## config.mk

```make
export PLATFORM = sky130hd
export DESIGN_NAME = bmcd_back
export DESIGN_NICKNAME = d
export VERILOG_FILES = /design/src/rtl/bmcd_pkg.sv /design/src/rtl/bmcd_back.sv
export SDC_FILE = /design/constraint.sdc
export NUM_CORES = 1
export LEC_CHECK = 0
export ABC_AREA = 1
export BUFFER_PORTS_ARGS = -buffer_cell sky130_fd_sc_hd__buf_4
export CAP_MARGIN = 25
export CORE_ASPECT_RATIO = 0.5
export CORE_MARGIN = 2
export CORE_UTILIZATION = 37
export CTS_BUF_LIST = sky130_fd_sc_hd__clkbuf_8 sky130_fd_sc_hd__clkbuf_16
export CTS_CLUSTER_DIAMETER = 60
export CTS_CLUSTER_SIZE = 24
export DETAILED_ROUTE_END_ITERATION = 12
export PLACE_DENSITY_LB_ADDON = 0.12
export SETUP_SLACK_MARGIN = 0.02
export SLEW_MARGIN = 20
export SYNTH_ARGS = -nofsm -noshare
export SYNTH_HDL_FRONTEND = slang
export SYNTH_SLANG_ARGS = --single-unit
```

## constraint.sdc

```tcl
create_clock -name clk -period 2.7 [get_ports clk]
set_input_delay 0.405 -clock clk [delete_from_list [all_inputs] [get_ports clk]]
set_output_delay 0.405 -clock clk [all_outputs]
set_load 0.02 [all_outputs]
```

## src/rtl/bmcd_pkg.sv

```systemverilog
// Shared constants, codes and types of the binary map corner detector.
// No dependencies; every file but bmcd_ram imports this package.
package bmcd_pkg;

  localparam int MAX_HEIGHT = 1024;
  localparam int MAX_WIDTH  = 4096;
  localparam int WIN_DEPTH  = 2 * MAX_HEIGHT + 3;

  localparam int PIX_W  = 8;
  localparam int ROW_W  = $clog2(MAX_HEIGHT);
  localparam int COL_W  = $clog2(MAX_WIDTH);
  localparam int H_W    = $clog2(MAX_HEIGHT) + 1;
  localparam int W_W    = $clog2(MAX_WIDTH) + 1;
  localparam int WA_W   = $clog2(WIN_DEPTH);
  localparam int CFG_AW = 3;
  localparam int CFG_DW = 32;

  localparam int H_RESET = 1024;
  localparam int W_RESET = 1024;

  localparam int Q_DEPTH = 4;
  localparam int Q_AW    = $clog2(Q_DEPTH);

  localparam logic REQ_PIXEL = 1'b0;
  localparam logic REQ_FLUSH = 1'b1;

  localparam logic REG_HEIGHT = 1'b0;
  localparam logic REG_WIDTH  = 1'b1;

  typedef struct packed {
    logic             req_type;
    logic [PIX_W-1:0] pixel_value;
  } in_item_t;

  typedef struct packed {
    logic [ROW_W-1:0] pixel_row;
    logic [COL_W-1:0] pixel_col;
    logic             is_corner;
    logic             last_pixel;
  } out_item_t;

  typedef struct packed {
    logic top;
    logic bottom;
    logic left;
    logic right;
  } pos_t;

  typedef struct packed {
    logic [ROW_W-1:0] row;
    logic [COL_W-1:0] col;
    logic             last;
    pos_t             pos;
  } meta_t;

  // window taps by offset from the newest byte
  typedef struct packed {
    logic [PIX_W-1:0] t0;
    logic [PIX_W-1:0] t1;
    logic [PIX_W-1:0] t2;
    logic [PIX_W-1:0] th;
    logic [PIX_W-1:0] th1;
    logic [PIX_W-1:0] th2;
    logic [PIX_W-1:0] t2h;
    logic [PIX_W-1:0] t2h1;
    logic [PIX_W-1:0] t2h2;
  } win_t;

  typedef struct packed {
    meta_t meta;
    win_t  win;
  } q_entry_t;

  typedef struct packed {
    logic     valid;
    q_entry_t entry;
  } q_slot_t;

endpackage

```

## src/rtl/bmcd_back.sv

```systemverilog
// Back end: corner rules on the queued window taps and the output register.
// Uses bmcd_pkg.
module bmcd_back (
  input  logic                clk,
  input  logic                rst_n,
  input  bmcd_pkg::q_slot_t   head,
  output logic                pop,
  output logic                out_valid,
  input  logic                out_stall,
  output bmcd_pkg::out_item_t out_data
);
  import bmcd_pkg::*;

  logic      out_valid_r, load;
  out_item_t out_r, out_nxt;

  function automatic logic corner_of(q_entry_t e);
    logic z_l, z_r, z_u, z_d, z_ul, z_ur, z_dl, z_dr;
    logic res;
    z_l  = (e.win.t2h1 == '0);
    z_r  = (e.win.t1   == '0);
    z_u  = (e.win.th2  == '0);
    z_d  = (e.win.th   == '0);
    z_ul = (e.win.t2h2 == '0);
    z_dl = (e.win.t2h  == '0);
    z_ur = (e.win.t2   == '0);
    z_dr = (e.win.t0   == '0);
    priority if (e.win.th1 != '0) begin
      res = 1'b0;
    end else if ((e.meta.pos.top || e.meta.pos.bottom) &&
                 (e.meta.pos.left || e.meta.pos.right)) begin
      res = 1'b0;
    end else if (e.meta.pos.left) begin
      res = z_r;
    end else if (e.meta.pos.top) begin
      res = z_d;
    end else if (e.meta.pos.right) begin
      res = z_l;
    end else if (e.meta.pos.bottom) begin
      res = z_u;
    end else if (z_l && z_r && ((z_ul && z_ur) || (z_dl && z_dr))) begin
      res = 1'b0;
    end else if (z_u && z_d && ((z_ul && z_dl) || (z_ur && z_dr))) begin
      res = 1'b0;
    end else begin
      res = (e.win.t2h1 != e.win.t1) || (e.win.th2 != e.win.th);
    end
    return res;
  endfunction

  assign load = head.valid && (!out_valid_r || !out_stall);
  assign pop  = load;

  always_comb begin
    out_nxt.pixel_row  = head.entry.meta.row;
    out_nxt.pixel_col  = head.entry.meta.col;
    out_nxt.is_corner  = corner_of(head.entry);
    out_nxt.last_pixel = head.entry.meta.last;
  end

  always_ff @(posedge clk) begin
    if (!rst_n) begin
      out_valid_r <= 1'b0;
    end else if (load) begin
      out_valid_r <= 1'b1;
    end else if (!out_stall) begin
      out_valid_r <= 1'b0;
    end
  end

  always_ff @(posedge clk) begin
    if (load) begin
      out_r <= out_nxt;
    end
  end

  assign out_valid = out_valid_r;
  assign out_data  = out_r;

endmodule

```

==> run summary <==
The initial standard-cell utilization of the core came out at ~40%. At the pin with the least slew margin, the transition time is around 340 ps. The worst clock skew came out at ~1.4 ps. The number of fill cells came out at approximately 310. The via count of the first global-routing pass came to between 1,000 and 1,500. The final instance area came out at around 0.0025 mm^2. The diode insertion count for antenna repair is 0. The compound-gate portion of the synthesized area is 4.02%. The setup violation total in the final timing report came out at 0. The number of nets still failing antenna checks after routing is 0. Of all nets on the critical path, the largest fanout is 25. The data arrival at the endpoint of the critical path is approximately 1200 ps. The main combinational cell family by area after synthesis is simple AND/OR/NAND/NOR gates. The cell area after placement is between 0.002 and 0.0025 mm^2. The required time reported for the critical path endpoint is roughly 2300 ps. After Yosys synthesis, full adders, half adders and majority gates account for 0% of the synthesized area.

The total power consumption of the routed design is approximately 0.00091 W. The routed layout has ~1,600 vias. For this run, the register share of the synthesized area comes to approximately half. In this run the standard cell core region covers between 0.003 and 0.004 mm^2. Before antenna repair, the detailed router went through 4 iterations. The reported max-cap violation count came out at 0.

In this run, the number of DRC markers left after iteration 0 of detailed routing was 24. The number of nets in the layout came out at approximately 430. The die height is 48.0 um. The worst setup path is captured at an output port. The share of final-layout standard cells stronger than drive strength 1 is around 43%. The total of cells resized after clock tree synthesis came out at 0.

The number of post-CTS setup repair buffers came out at 0. The number of primary I/O pins is between 100 and 150. The area occupied by multi-input gates is between 500 and 600 um^2. The routed wire length came out at roughly 3700 um. After routing, the total negative slack on setup checks comes to 0 ps. Synthesis produced a netlist whose cell count is 194. The cell count of the worst reg-to-reg path is 2. The mean instance size in the synthesized netlist is 7.37 um^2. The xor and xnor area share after synthesis is 0%. Static timing analysis puts the maximum clock frequency at slightly above 600 MHz. Entering global routing, the biggest net connects 26 pins.

The area added between synthesis and finish came out at 75.6%. The run finished with clean final reports. The H-tree depth is 1.

After detailed routing, no signal wire sits above met4. The multiplexer share of the synthesized area is 0%. Input and output buffers added on the ports amount to 128.

The min-delay analysis places its worst path in the category primary input to register. The basic-gate share of the synthesized area counting and, or, nand and nor cells is ~36%. Registers take between 700 and 800 um^2.

The peak ir drop on the vdd network is slightly above 200 uV. The analysis attributes to cell leakage a power of about 1.3 nW. The total of hold buffers inserted after clock tree synthesis is 0.

The number of failing hold endpoints at the final stage is 0. The total power per unit cell area came out at 364 mW/mm^2. The overall overflow remaining after global route came out at 0. The net count of the mapped netlist came out at about 300. At the end of routability-driven placement, the weighted congestion stood at about 0.8.

Row generation in the floorplan step produced 15 rows. The wire length of the first global-routing pass is about 5400 um. Subtracting the final worst setup slack from the clock period gives 1630 ps. The DRC violation count after routing is 0. The number of clock sinks came out at 25.

The number of flip-flops and latches in the synthesized netlist came out at 25. The maximum buffer depth of the clock tree is 2. The clock latency reported for the late side of the worst-skew pair came out at roughly 250 ps. In this run, CTS created clock tree buffers numbering 3. The initial antenna violation count is 0. The die covers roughly 0.0044 mm^2. The met3 layer wire length in the routed design came out at 288 um. Using the TritonRoute via totals, the vias-per-cell ratio works out to 4.31. The cell sitting at the root of the clock tree is a sky130_fd_sc_hd__clkbuf_8.

The post-synth design cell area is about 0.0014 mm^2. During synthesis, Yosys emitted a total of 0 warnings. The number of pins with negative max-slew slack in the final report is 0. The worst hold slack after final layout is roughly 320 ps. The x dimension of the die came out at ~92 um. The pre-CTS setup slack came out at 1130 ps. Dividing the final minimum period by the clock period gives 60.2%. The detailed router put a total of approximately 1400 um of wire on met1. The detailed-route wire length per cell came out at between 9 and 10 um. Setup repair after global routing left no endpoint under its margin. STA classifies the critical path startpoint as a register. Counting instances, the worst hold path has a depth of 1. Detailed placement ended at an HPWL of between 3000 and 4000 um. Detailed routing placed a total of slightly above 2000 um of wire on met2.

The overall fraction of global-route tracks in use is between 15 and 20%. The unique cell type count in the Yosys netlist came out at 17. The clock tree from TritonCTS is yes. The worst max-slew margin expressed relative to the limit is between 70 and 80%. The critical path in this run is classified as register to output port. Clock-pin slew was measured on the worst setup and hold paths at about 80 ps.

Once routing completed, OpenROAD measured the worst setup slack at between 1000 and 1500 ps.
## cells by family (layout without fill, tap and decap cells)
logic type,Yosys count,after routing
buf+inv,32,165
simple gates,129,129
flops,25,25
compound gates,8,8
## cell usage after synthesis, drive strengths merged
cell type	count	area share [%]
nor2	44	12
a31oi	1	0.44
a21boi	1	0.53
dfxtp	1	1.4
o22ai	1	0.44
a21oi	3	1.3
nand2	76	20
o21bai	2	1.3
nor4	2	0.87
nand4	3	1.3
nor3	4	2.1
inv	32	8.4
edfxtp	24	50
## layer usage
metal / vias to the layer above / global-route usage (%)
li1: 865 / -
met1: 700 / 16.8
met2: 62 / 32.9
met3: 2 / 2.05
met4: 0 / 4.48
met5: - / 0
## flip-flops by register name, summed over array words and instances (netlist names)
signal and count:
out_valid 1, out_data 24
## final timing paths
kind                                start            to  slack (ps)
worst min-delay path             head[98]  out_data[23]         320
worst max register to register  out_valid  out_data[12]        1620
worst max-delay path            out_valid           pop        1070
worst min register to register  out_valid     out_valid         500
## power by group
part | internal, W | switching [W]
clock | 0.000101 | 0.000101
combinational | 0.000146 | 0.000110
sequential | 0.000451 | 0.00000598
## metrics by stage
stage,utilization (%),cells
floorplan,-,194
global placement,69.2,374
detailed placement,69.2,374
CTS,70.4,378
global route,70.4,378
finish,70.4,378
## critical path, cell delays in order, from the launching register on
cell                      delay, ps
sky130_fd_sc_hd__dfxtp_1        340
sky130_fd_sc_hd__a21oi_2        120
sky130_fd_sc_hd__buf_4          310
sky130_fd_sc_hd__buf_4          200
## area by class of cell
| cell class | count | area share (%) |
|---|---|---|
| repair buffers | 129 | 38.6 |
| flip-flops and latches | 25 | 29.5 |
| multi-input cells | 137 | 22.8 |
| inverters | 32 | 4.78 |
| well taps | 51 | 2.54 |
| clock buffers | 3 | 1.64 |
| clock inverters | 1 | 0.149 |
## cell usage in the layout (no fill, tap or decap), types with 2 or more instances in the layout
master / n
sky130_fd_sc_hd__a21oi_2: 2
sky130_fd_sc_hd__buf_4: 129
sky130_fd_sc_hd__clkbuf_8: 3
sky130_fd_sc_hd__edfxtp_1: 24
sky130_fd_sc_hd__inv_1: 30
sky130_fd_sc_hd__inv_2: 3
sky130_fd_sc_hd__nand2_1: 76
sky130_fd_sc_hd__nand4_1: 3
sky130_fd_sc_hd__nor2_1: 44
sky130_fd_sc_hd__nor3_1: 2
sky130_fd_sc_hd__nor3_2: 2
sky130_fd_sc_hd__nor4_1: 2
Power figures use the tool's default switching activity.
