--- src/rtl/bmcd_pkg.sv ---
// Shared constants, codes and types of the binary map corner detector.
// No dependencies; every file but bmcd_ram imports this package.
package bmcd_pkg;

  localparam int MAX_HEIGHT = 1024;
  localparam int MAX_WIDTH  = 4096;
  localparam int WIN_DEPTH  = 2 * MAX_HEIGHT + 3;

  localparam int PIX_W  = 8;
  localparam int ROW_W  = $clog2(MAX_HEIGHT);
  localparam int COL_W  = $clog2(MAX_WIDTH);
  localparam int H_W    = $clog2(MAX_HEIGHT) + 1;
  localparam int W_W    = $clog2(MAX_WIDTH) + 1;
  localparam int WA_W   = $clog2(WIN_DEPTH);
  localparam int CFG_AW = 3;
  localparam int CFG_DW = 32;

  localparam int H_RESET = 1024;
  localparam int W_RESET = 1024;

  localparam int Q_DEPTH = 4;
  localparam int Q_AW    = $clog2(Q_DEPTH);

  localparam logic REQ_PIXEL = 1'b0;
  localparam logic REQ_FLUSH = 1'b1;

  localparam logic REG_HEIGHT = 1'b0;
  localparam logic REG_WIDTH  = 1'b1;

  typedef struct packed {
    logic             req_type;
    logic [PIX_W-1:0] pixel_value;
  } in_item_t;

  typedef struct packed {
    logic [ROW_W-1:0] pixel_row;
    logic [COL_W-1:0] pixel_col;
    logic             is_corner;
    logic             last_pixel;
  } out_item_t;

  typedef struct packed {
    logic top;
    logic bottom;
    logic left;
    logic right;
  } pos_t;

  typedef struct packed {
    logic [ROW_W-1:0] row;
    logic [COL_W-1:0] col;
    logic             last;
    pos_t             pos;
  } meta_t;

  // window taps by offset from the newest byte
  typedef struct packed {
    logic [PIX_W-1:0] t0;
    logic [PIX_W-1:0] t1;
    logic [PIX_W-1:0] t2;
    logic [PIX_W-1:0] th;
    logic [PIX_W-1:0] th1;
    logic [PIX_W-1:0] th2;
    logic [PIX_W-1:0] t2h;
    logic [PIX_W-1:0] t2h1;
    logic [PIX_W-1:0] t2h2;
  } win_t;

  typedef struct packed {
    meta_t meta;
    win_t  win;
  } q_entry_t;

  typedef struct packed {
    logic     valid;
    q_entry_t entry;
  } q_slot_t;

endpackage

--- src/rtl/bmcd_queue.sv ---
// Four-entry queue of classified decisions between front and back ends.
// Uses bmcd_pkg.
module bmcd_queue (
  input  logic                    clk,
  input  logic                    rst_n,
  input  bmcd_pkg::q_slot_t       push,
  input  logic                    pop,
  output bmcd_pkg::q_slot_t       head,
  output logic [bmcd_pkg::Q_AW:0] count
);
  import bmcd_pkg::*;

  q_entry_t          entries_r [Q_DEPTH];
  logic [Q_AW-1:0]   wp_r, rp_r;
  logic [Q_AW:0]     cnt_r;

  always_ff @(posedge clk) begin
    if (push.valid) begin
      entries_r[wp_r] <= push.entry;
    end
  end

  always_ff @(posedge clk) begin
    if (!rst_n) begin
      wp_r  <= '0;
      rp_r  <= '0;
      cnt_r <= '0;
    end else begin
      if (push.valid) begin
        wp_r <= wp_r + Q_AW'(1);
      end
      if (pop) begin
        rp_r <= rp_r + Q_AW'(1);
      end
      cnt_r <= cnt_r + (Q_AW+1)'(push.valid) - (Q_AW+1)'(pop);
    end
  end

  assign head.valid = (cnt_r != '0);
  assign head.entry = entries_r[rp_r];
  assign count      = cnt_r;

`ifndef SYNTHESIS
  a_no_overflow: assert property (@(posedge clk) disable iff (!rst_n)
    push.valid |-> (cnt_r < (Q_AW+1)'(Q_DEPTH)))
    else $error("decision queue overflow");

  a_no_underflow: assert property (@(posedge clk) disable iff (!rst_n)
    pop |-> (cnt_r != '0))
    else $error("decision queue underflow");
`endif

endmodule

--- config.mk ---
export PLATFORM = sky130hd
export DESIGN_NAME = bmcd_queue
export DESIGN_NICKNAME = d
export VERILOG_FILES = /design/src/rtl/bmcd_pkg.sv /design/src/rtl/bmcd_queue.sv
export SDC_FILE = /design/constraint.sdc
export NUM_CORES = 1
export LEC_CHECK = 0
export BUFFER_PORTS_ARGS = -buffer_cell sky130_fd_sc_hd__buf_2
export CAP_MARGIN = 40
export CORE_MARGIN = 3
export CORE_UTILIZATION = 55
export DETAILED_ROUTE_END_ITERATION = 16
export GPL_TIMING_DRIVEN = 0
export PLACE_DENSITY_LB_ADDON = 0.05
export SLEW_MARGIN = 10
export SYNTH_ARGS = -nofsm -noshare
export SYNTH_HDL_FRONTEND = slang
export SYNTH_SLANG_ARGS = --single-unit
--- constraint.sdc ---
create_clock -name clk -period 5.6 [get_ports clk]
set_clock_uncertainty 0.2 [all_clocks]
set_input_delay 1.12 -clock clk [delete_from_list [all_inputs] [get_ports clk]]
set_output_delay 1.12 -clock clk [all_outputs]
set_load 0.05 [all_outputs]
==> results of run 1 <==
==> Yosys cell counts (all sizes together) <==
| cell type | count | area share, % |
|---|---|---|
| buf | 14 | 0.67 |
| inv | 7 | 0.18 |
| clkbuf | 8 | 0.20 |
| nand3b | 1 | 0.051 |
| fa | 1 | 0.14 |
| and2 | 6 | 0.26 |
| a21bo | 1 | 0.068 |
| xnor2 | 2 | 0.12 |
| ha | 6 | 0.51 |
| xor3 | 1 | 0.16 |
| or3 | 1 | 0.043 |
| dfxtp | 9 | 1.2 |
| edfxtp | 396 | 81 |
| mux4 | 99 | 15 |
| a21oi | 1 | 0.034 |
| nor2 | 5 | 0.13 |
| mux2i | 1 | 0.068 |
==> worst max-delay path, cell delays in order (launching register included) <==
cell and delay (ps):
dfxtp_1 310, buf_2 340, clkbuf_1 550, mux4_2 430, buf_2 230
==> state kept, by name, indices dropped and copies added, names as in the netlist, named ones only <==
name / cells
entries_r: 396
count: 3
rp_r: 2
wp_r: 2
==> routing by layer <==
layer / global-route usage (%) / part of all wire, % / vias to the layer above / wire, um
met5: 0 / 0.11 / - / 30
met4: 5.05 / 2.2 / 8 / 577
met3: 5.10 / 6.6 / 51 / 1740
met2: 31.4 / 52 / 206 / 13800
met1: 24.3 / 39 / 3462 / 10300
li1: - / - / 2939 / -
==> area by class of cell <==
cell class	count	area (um2)
Clock inverter	18	93.8
Clock buffer	53	1070
Buffer	22	129
Sequential cell	405	12100
Tap cell	335	419
Fill cell	1698	8590
Inverter	7	26.3
Antenna cell	4	10.0
Multi-Input combinational cell	125	2470
Timing Repair Buffer	213	1250
==> worst paths after layout <==
check / startpoint / to / slack (ps) / cells past startpoint
worst max-delay path: flip-flop / head[34] / 1890 / 4
worst min-delay path: rp_r[1]$_SDFFE_PN0P_ / flip-flop / 340 / 2
worst max register to register: wp_r[1]$_SDFFE_PN0P_ / entries_r[1][45]$_DFFE_PP_ / 3480 / 5
worst min register to register: rp_r[1]$_SDFFE_PN0P_ / flip-flop / 340 / 2
==> cell usage in the layout (no fill, tap or decap) <==
cell type and count:
inv_8 1, xnor2_1 2, buf_4 1, xor3_1 1, buf_8 2, mux4_2 99
dfxtp_1 9, or3_1 1, mux2i_1 1, buf_16 8, fa_1 1, clkbuf_1 20
nor2_1 5, and2_4 4, clkinv_2 4, diode_2 4, nand3b_1 1, clkbuf_16 41
and2_1 2, buf_2 215, inv_6 2, ha_1 6, edfxtp_1 396, clkinvlp_4 1
a21oi_1 1, clkinv_1 10, inv_1 7, a21bo_2 1, buf_6 1
==> per-stage QoR <==
step	hold slack (ps)	power (W)	util [%]	cells
3_3_place_gp	318	0.00458	61.7	1099
2_1_floorplan	299	0.00432	-	559
5_1_grt	373	0.00716	67.1	1180
3_5_place_dp	335	0.00461	62.6	1107
6_report	344	0.00690	67.1	1182
4_1_cts	344	0.00698	67.1	1178
==> power groups by stage <==
stage / Clock (W) / Sequential (W) / Combinational [W]
finish: 0.00237 / 0.00352 / 0.00101
CTS: 0.00243 / 0.00352 / 0.00102
floorplan: 0 / 0.00360 / 0.000718
global placement: 0 / 0.00360 / 0.000981
detailed placement: 0 / 0.00358 / 0.00102
global route: 0.00257 / 0.00353 / 0.00106
==> logic make-up (layout without fill, tap and decap cells) <==
| logic type | Yosys count | after routing |
|---|---|---|
| AO/OA/AOI/OAI | 2 | 2 |
| XOR/XNOR | 3 | 3 |
| adder cells (fa/ha/maj) | 7 | 7 |
| buffers and inverters | 29 | 313 |
| flip-flops | 405 | 405 |
| multiplexers | 100 | 100 |
| other | 0 | 4 |
| AND/OR/NAND/NOR | 13 | 13 |
==> out/metrics.csv, run 1 <==
metric,value,unit
critical path arrival,2390,ps
sequential area share after synthesis,82.2,%
simple-gate share of the synthesized area,0.477,%
max-slew violations,0,
total wire length,26500,um
Routed Antenna Nets,0,
Syn. warnings,0,
net count after synthesis,669,
Unique masters post-synth,20,
Sw Pwr,0.00175,W
Post-Synth Adder-Cell Area,0.647,%
"Remaining Overflow, GRT",0,
Cell Pwr Density,393,nW/um2
Area Overhead vs Synth,19.4,%
HP Class,reg -> reg,
Crit Path Max Fanout,10,
post-detail-place hpwl,16900,um
Int Power,0.00514,W
Total GRT Usage,18.5,%
mux cell area share after synthesis,15.2,%
mapped cell area,14700,um2
post-place setup slack,2400,ps
largest family of logic cells by synthesized area,multiplexers,
Starting Density,56.2,%
Core Rows,59,
final hold violation count,0,
layout cells sized above 1,45.1,%
CTS tree,done,
number of setup buffers added after CTS,0,
"flops & latches, synth",405,
CTS Buf Count,40,
Via density,5.64,
CP endpoint kind,output pin,
max frequency,0.270,GHz
DP Area,16400,um2
worst skew pair latency,520,ps
status,completed,
core region area,26100,um2
# H-tree levels,2,
max_cap viols,0,
first-pass GRT wire length,40200,um
vias in the first global route,7086,
RSZ-0062 raised after global routing,false,
Port Buffers,205,
CP required,4280,ps
via count,6666,
Final #Nets,924,
Final GP Congestion,0.727,
sw frac,25.4,%
Initial DRC Count,476,
Post-Syn Area per Cell,26.3,um2
post-route design area,17500,um2
die height,169,um
setup TNS,0,ps
wire per inst,22.4,um
XOR/XNOR Fraction of Synth Area,0.281,%
Pre-antenna DRT Iters,6,
Worst Tran Pin Value,645,ps
CTS sink cnt,405,
cell count after synthesis,559,
Seq pwr share,51.0,%
setup violators final,0,
kind of critical path,reg -> out,
Clock transition at path regs,60,ps
Leak Pwr,5.95,nW
# DRC,0,
DIE AREA,28700,um2
Tcrit/Tclk final,66.2,%
worst setup margin,1890,ps
IO Count,206,
initial antenna violation count,6,
slew margin rel.,57.0,%
cts hold-fix bufs,0,
worst vdd ir,0.000298,V
Worst setup SP type,flip-flop,
Comb pwr share,14.6,%
post-route minimum period,3710,ps
largest net degree at the start of global routing,47,
Resize count post-CTS,0,
Clock Tree Root,clkbuf_16,
complex-gate fraction of the synthesized area,0.102,%
clk buf depth,3,
Die Wd,169,um
Clk pwr share,34.4,%
No activity file was read; power rests on OpenSTA's default activity.
==> run 2: changes to the inputs <==
--- a/config.mk
+++ b/config.mk
@@ -8,7 +8,7 @@
 export BUFFER_PORTS_ARGS = -buffer_cell sky130_fd_sc_hd__buf_2
 export CAP_MARGIN = 40
 export CORE_MARGIN = 3
-export CORE_UTILIZATION = 55
+export CORE_UTILIZATION = 51
 export DETAILED_ROUTE_END_ITERATION = 16
 export GPL_TIMING_DRIVEN = 0
 export PLACE_DENSITY_LB_ADDON = 0.05
==> constraint.sdc (replaced) <==
create_clock -name clk -period 3.4 [get_ports clk]
set_clock_uncertainty 0.2 [all_clocks]
set_input_delay 0.68 -clock clk [delete_from_list [all_inputs] [get_ports clk]]
set_output_delay 0.68 -clock clk [all_outputs]
set_load 0.05 [all_outputs]
==> out/metrics.csv, run 2 (same netlist as run 1, synthesis figures left out) <==
metric,value,unit,change
status,completed,,
Core Rows,61,,+3.4%
Via density,5.42,,-4.0%
"Remaining Overflow, GRT",0,,unchanged
Final GP Congestion,0.699,,-3.8%
Port Buffers,205,,unchanged
Final #Nets,924,,unchanged
RSZ-0062 raised after global routing,false,,
met3 WL,1850,um,+6.7%
"leading cell types in the layout, fill and taps excluded","edfxtp_1, buf_2, mux4_2",,
DP Area,16400,um2,about the same
Initial DRC Count,446,,-6.3%
CTS sink cnt,405,,unchanged
Leak Pwr,5.95,nW,about the same
max_cap viols,0,,unchanged
hold slack,180,ps,-163 ps
# DRC,0,,unchanged
Hold EP,entries_r[3][14]$_DFFE_PP_,,
via count,6618,,-0.72%
post-detail-place hpwl,16900,um,about the same
clk buf depth,3,,unchanged
CTS Buf Count,41,,+2.5%
wl on met1,10500,um,+1.7%
max-slew violations,0,,unchanged
Total GRT Usage,17.6,%,-0.96 points
HP Class,in -> reg,,
Resize count post-CTS,0,,unchanged
slew margin rel.,48.5,%,-8.5 points
post-route minimum period,3200,ps,
initial antenna violation count,5,,-1
layout cells sized above 1,45.0,%,-0.065 points
# H-tree levels,2,,unchanged
Tcrit/Tclk final,94.2,%,
critical path arrival,2320,ps,-70 ps
Die Wd,176,um,+3.7%
cts hold-fix bufs,0,,unchanged
Area Overhead vs Synth,19.7,%,
register bank with the most flops,entries_r,,
total wire length,26900,um,+1.7%
max frequency,0.312,GHz,
CTS tree,done,,
fill count,2004,,+18%
Crit Path Max Fanout,10,,unchanged
Pre-antenna DRT Iters,5,,-1
CP required,2520,ps,-1760 ps
kind of critical path,reg -> out,,
first-pass GRT wire length,41000,um,+2.1%
Largest register FFs,396,,unchanged
Clock transition at path regs,60,ps,about the same
Routed Antenna Nets,0,,unchanged
number of setup buffers added after CTS,0,,unchanged
final hold violation count,0,,unchanged
Clock Tree Root,clkbuf_16,,
routed length on met2,13800,um,+0.27%
setup TNS,0,ps,unchanged
"commonest non-fill, non-tap cell in the layout",edfxtp_1,,
CP endpoint kind,output pin,,
Starting Density,52.3,%,-3.9 points
top layer in use,met5,,
DIE AREA,30900,um2,+7.6%
core region area,28100,um2,+7.5%
FF-to-FF setup slack,1210,ps,-2270 ps
hold path startpoint,push[14],,
reg2reg path depth,4,,-1
post-layout util,62.6,%,-4.5 points
largest net degree at the start of global routing,52,,+11%
wire per inst,22.0,um,-1.7%
die height,176,um,+3.7%
hold path cells,1,,-1
capture point of the worst reg-to-reg path,entries_r[2][64]$_DFFE_PP_,,
launching point of the worst reg2reg path,wp_r[0]$_SDFFE_PN0P_,,
setup violators final,0,,unchanged
Worst Tran Pin Value,773,ps,+127 ps
worst vdd ir,0.000628,V,+110%
Cell Pwr Density,655,nW/um2,+67%
IO Count,206,,unchanged
Worst setup SP type,flip-flop,,
vias in the first global route,7225,,+2.0%
post-route design area,17600,um2,+0.28%
worst skew pair latency,510,ps,about the same
==> run 2: cell types whose count changed in the layout (fill, tap and decap cells not counted) <==
cell / before / now
buf_16: 8 / 5
buf_12: 0 / 2
bufinv_16: 0 / 2
diode_2: 4 / 2
inv_6: 2 / 0
clkbuf_1: 20 / 21
clkbuf_8: 0 / 1
clkinv_1: 10 / 9
clkinv_2: 4 / 5
clkinvlp_4: 1 / 0
inv_8: 1 / 0
==> run 2: worst max-delay path: stages (launching register included) <==
cell and delay [ps]:
dfxtp_1 310, buf_2 300, clkbuf_1 550, mux4_2 410
buf_2 240
==> run 2: per-stage QoR <==
step | power [W] | instances | worst slack, ps
2_1_floorplan | 0.00711 | 559 | 854
4_1_cts | 0.0117 | 1220 | 117
6_report | 0.0115 | 1222 | 197
3_3_place_gp | 0.00752 | 1142 | -284
5_1_grt | 0.0119 | 1221 | 66.3
3_5_place_dp | 0.00758 | 1149 | 671
==> run 2: where the power goes <==
group | internal, W | total [W] | switching, W
registers | 0.00574 | 0.00579 | 0.0000565
logic | 0.000508 | 0.00165 | 0.00114
clock network | 0.00238 | 0.00407 | 0.00168
total | 0.00863 | 0.0115 | 0.00288
==> run 2: area by class of cell <==
class	instances	area [um2]	area share (%)
Clock buffer	55	1090	6.19
Tap cell	378	473	2.69
Sequential cell	405	12100	68.6
Timing Repair Buffer	212	1200	6.84
Multi-Input combinational cell	125	2470	14.1
Buffer	22	129	0.733
Clock inverter	16	119	0.676
Inverter	7	26.3	0.149
Antenna cell	2	5.00	0.0285
==> run 2: metal layers <==
layer  track usage (%)  vias up
li1                  -     2919
met1              22.4     3445
met2              30.3      194
met3              4.43       52
met4              5.11        8
met5                 0        -
==> run 2: how the worst max path moves through the flow <==
stage	start	endpoint	slack, ps	cells past startpoint
floorplan	push[99]	entries_r[1][0]$_DFFE_PP_	850	1
detailed placement	flip-flop	head[29]	670	4
global placement	push[99]	entries_r[0][45]$_DFFE_PP_	-280	2
finish	flip-flop	head[29]	200	4
global route	flip-flop	head[33]	70	4
CTS	flip-flop	head[29]	120	4
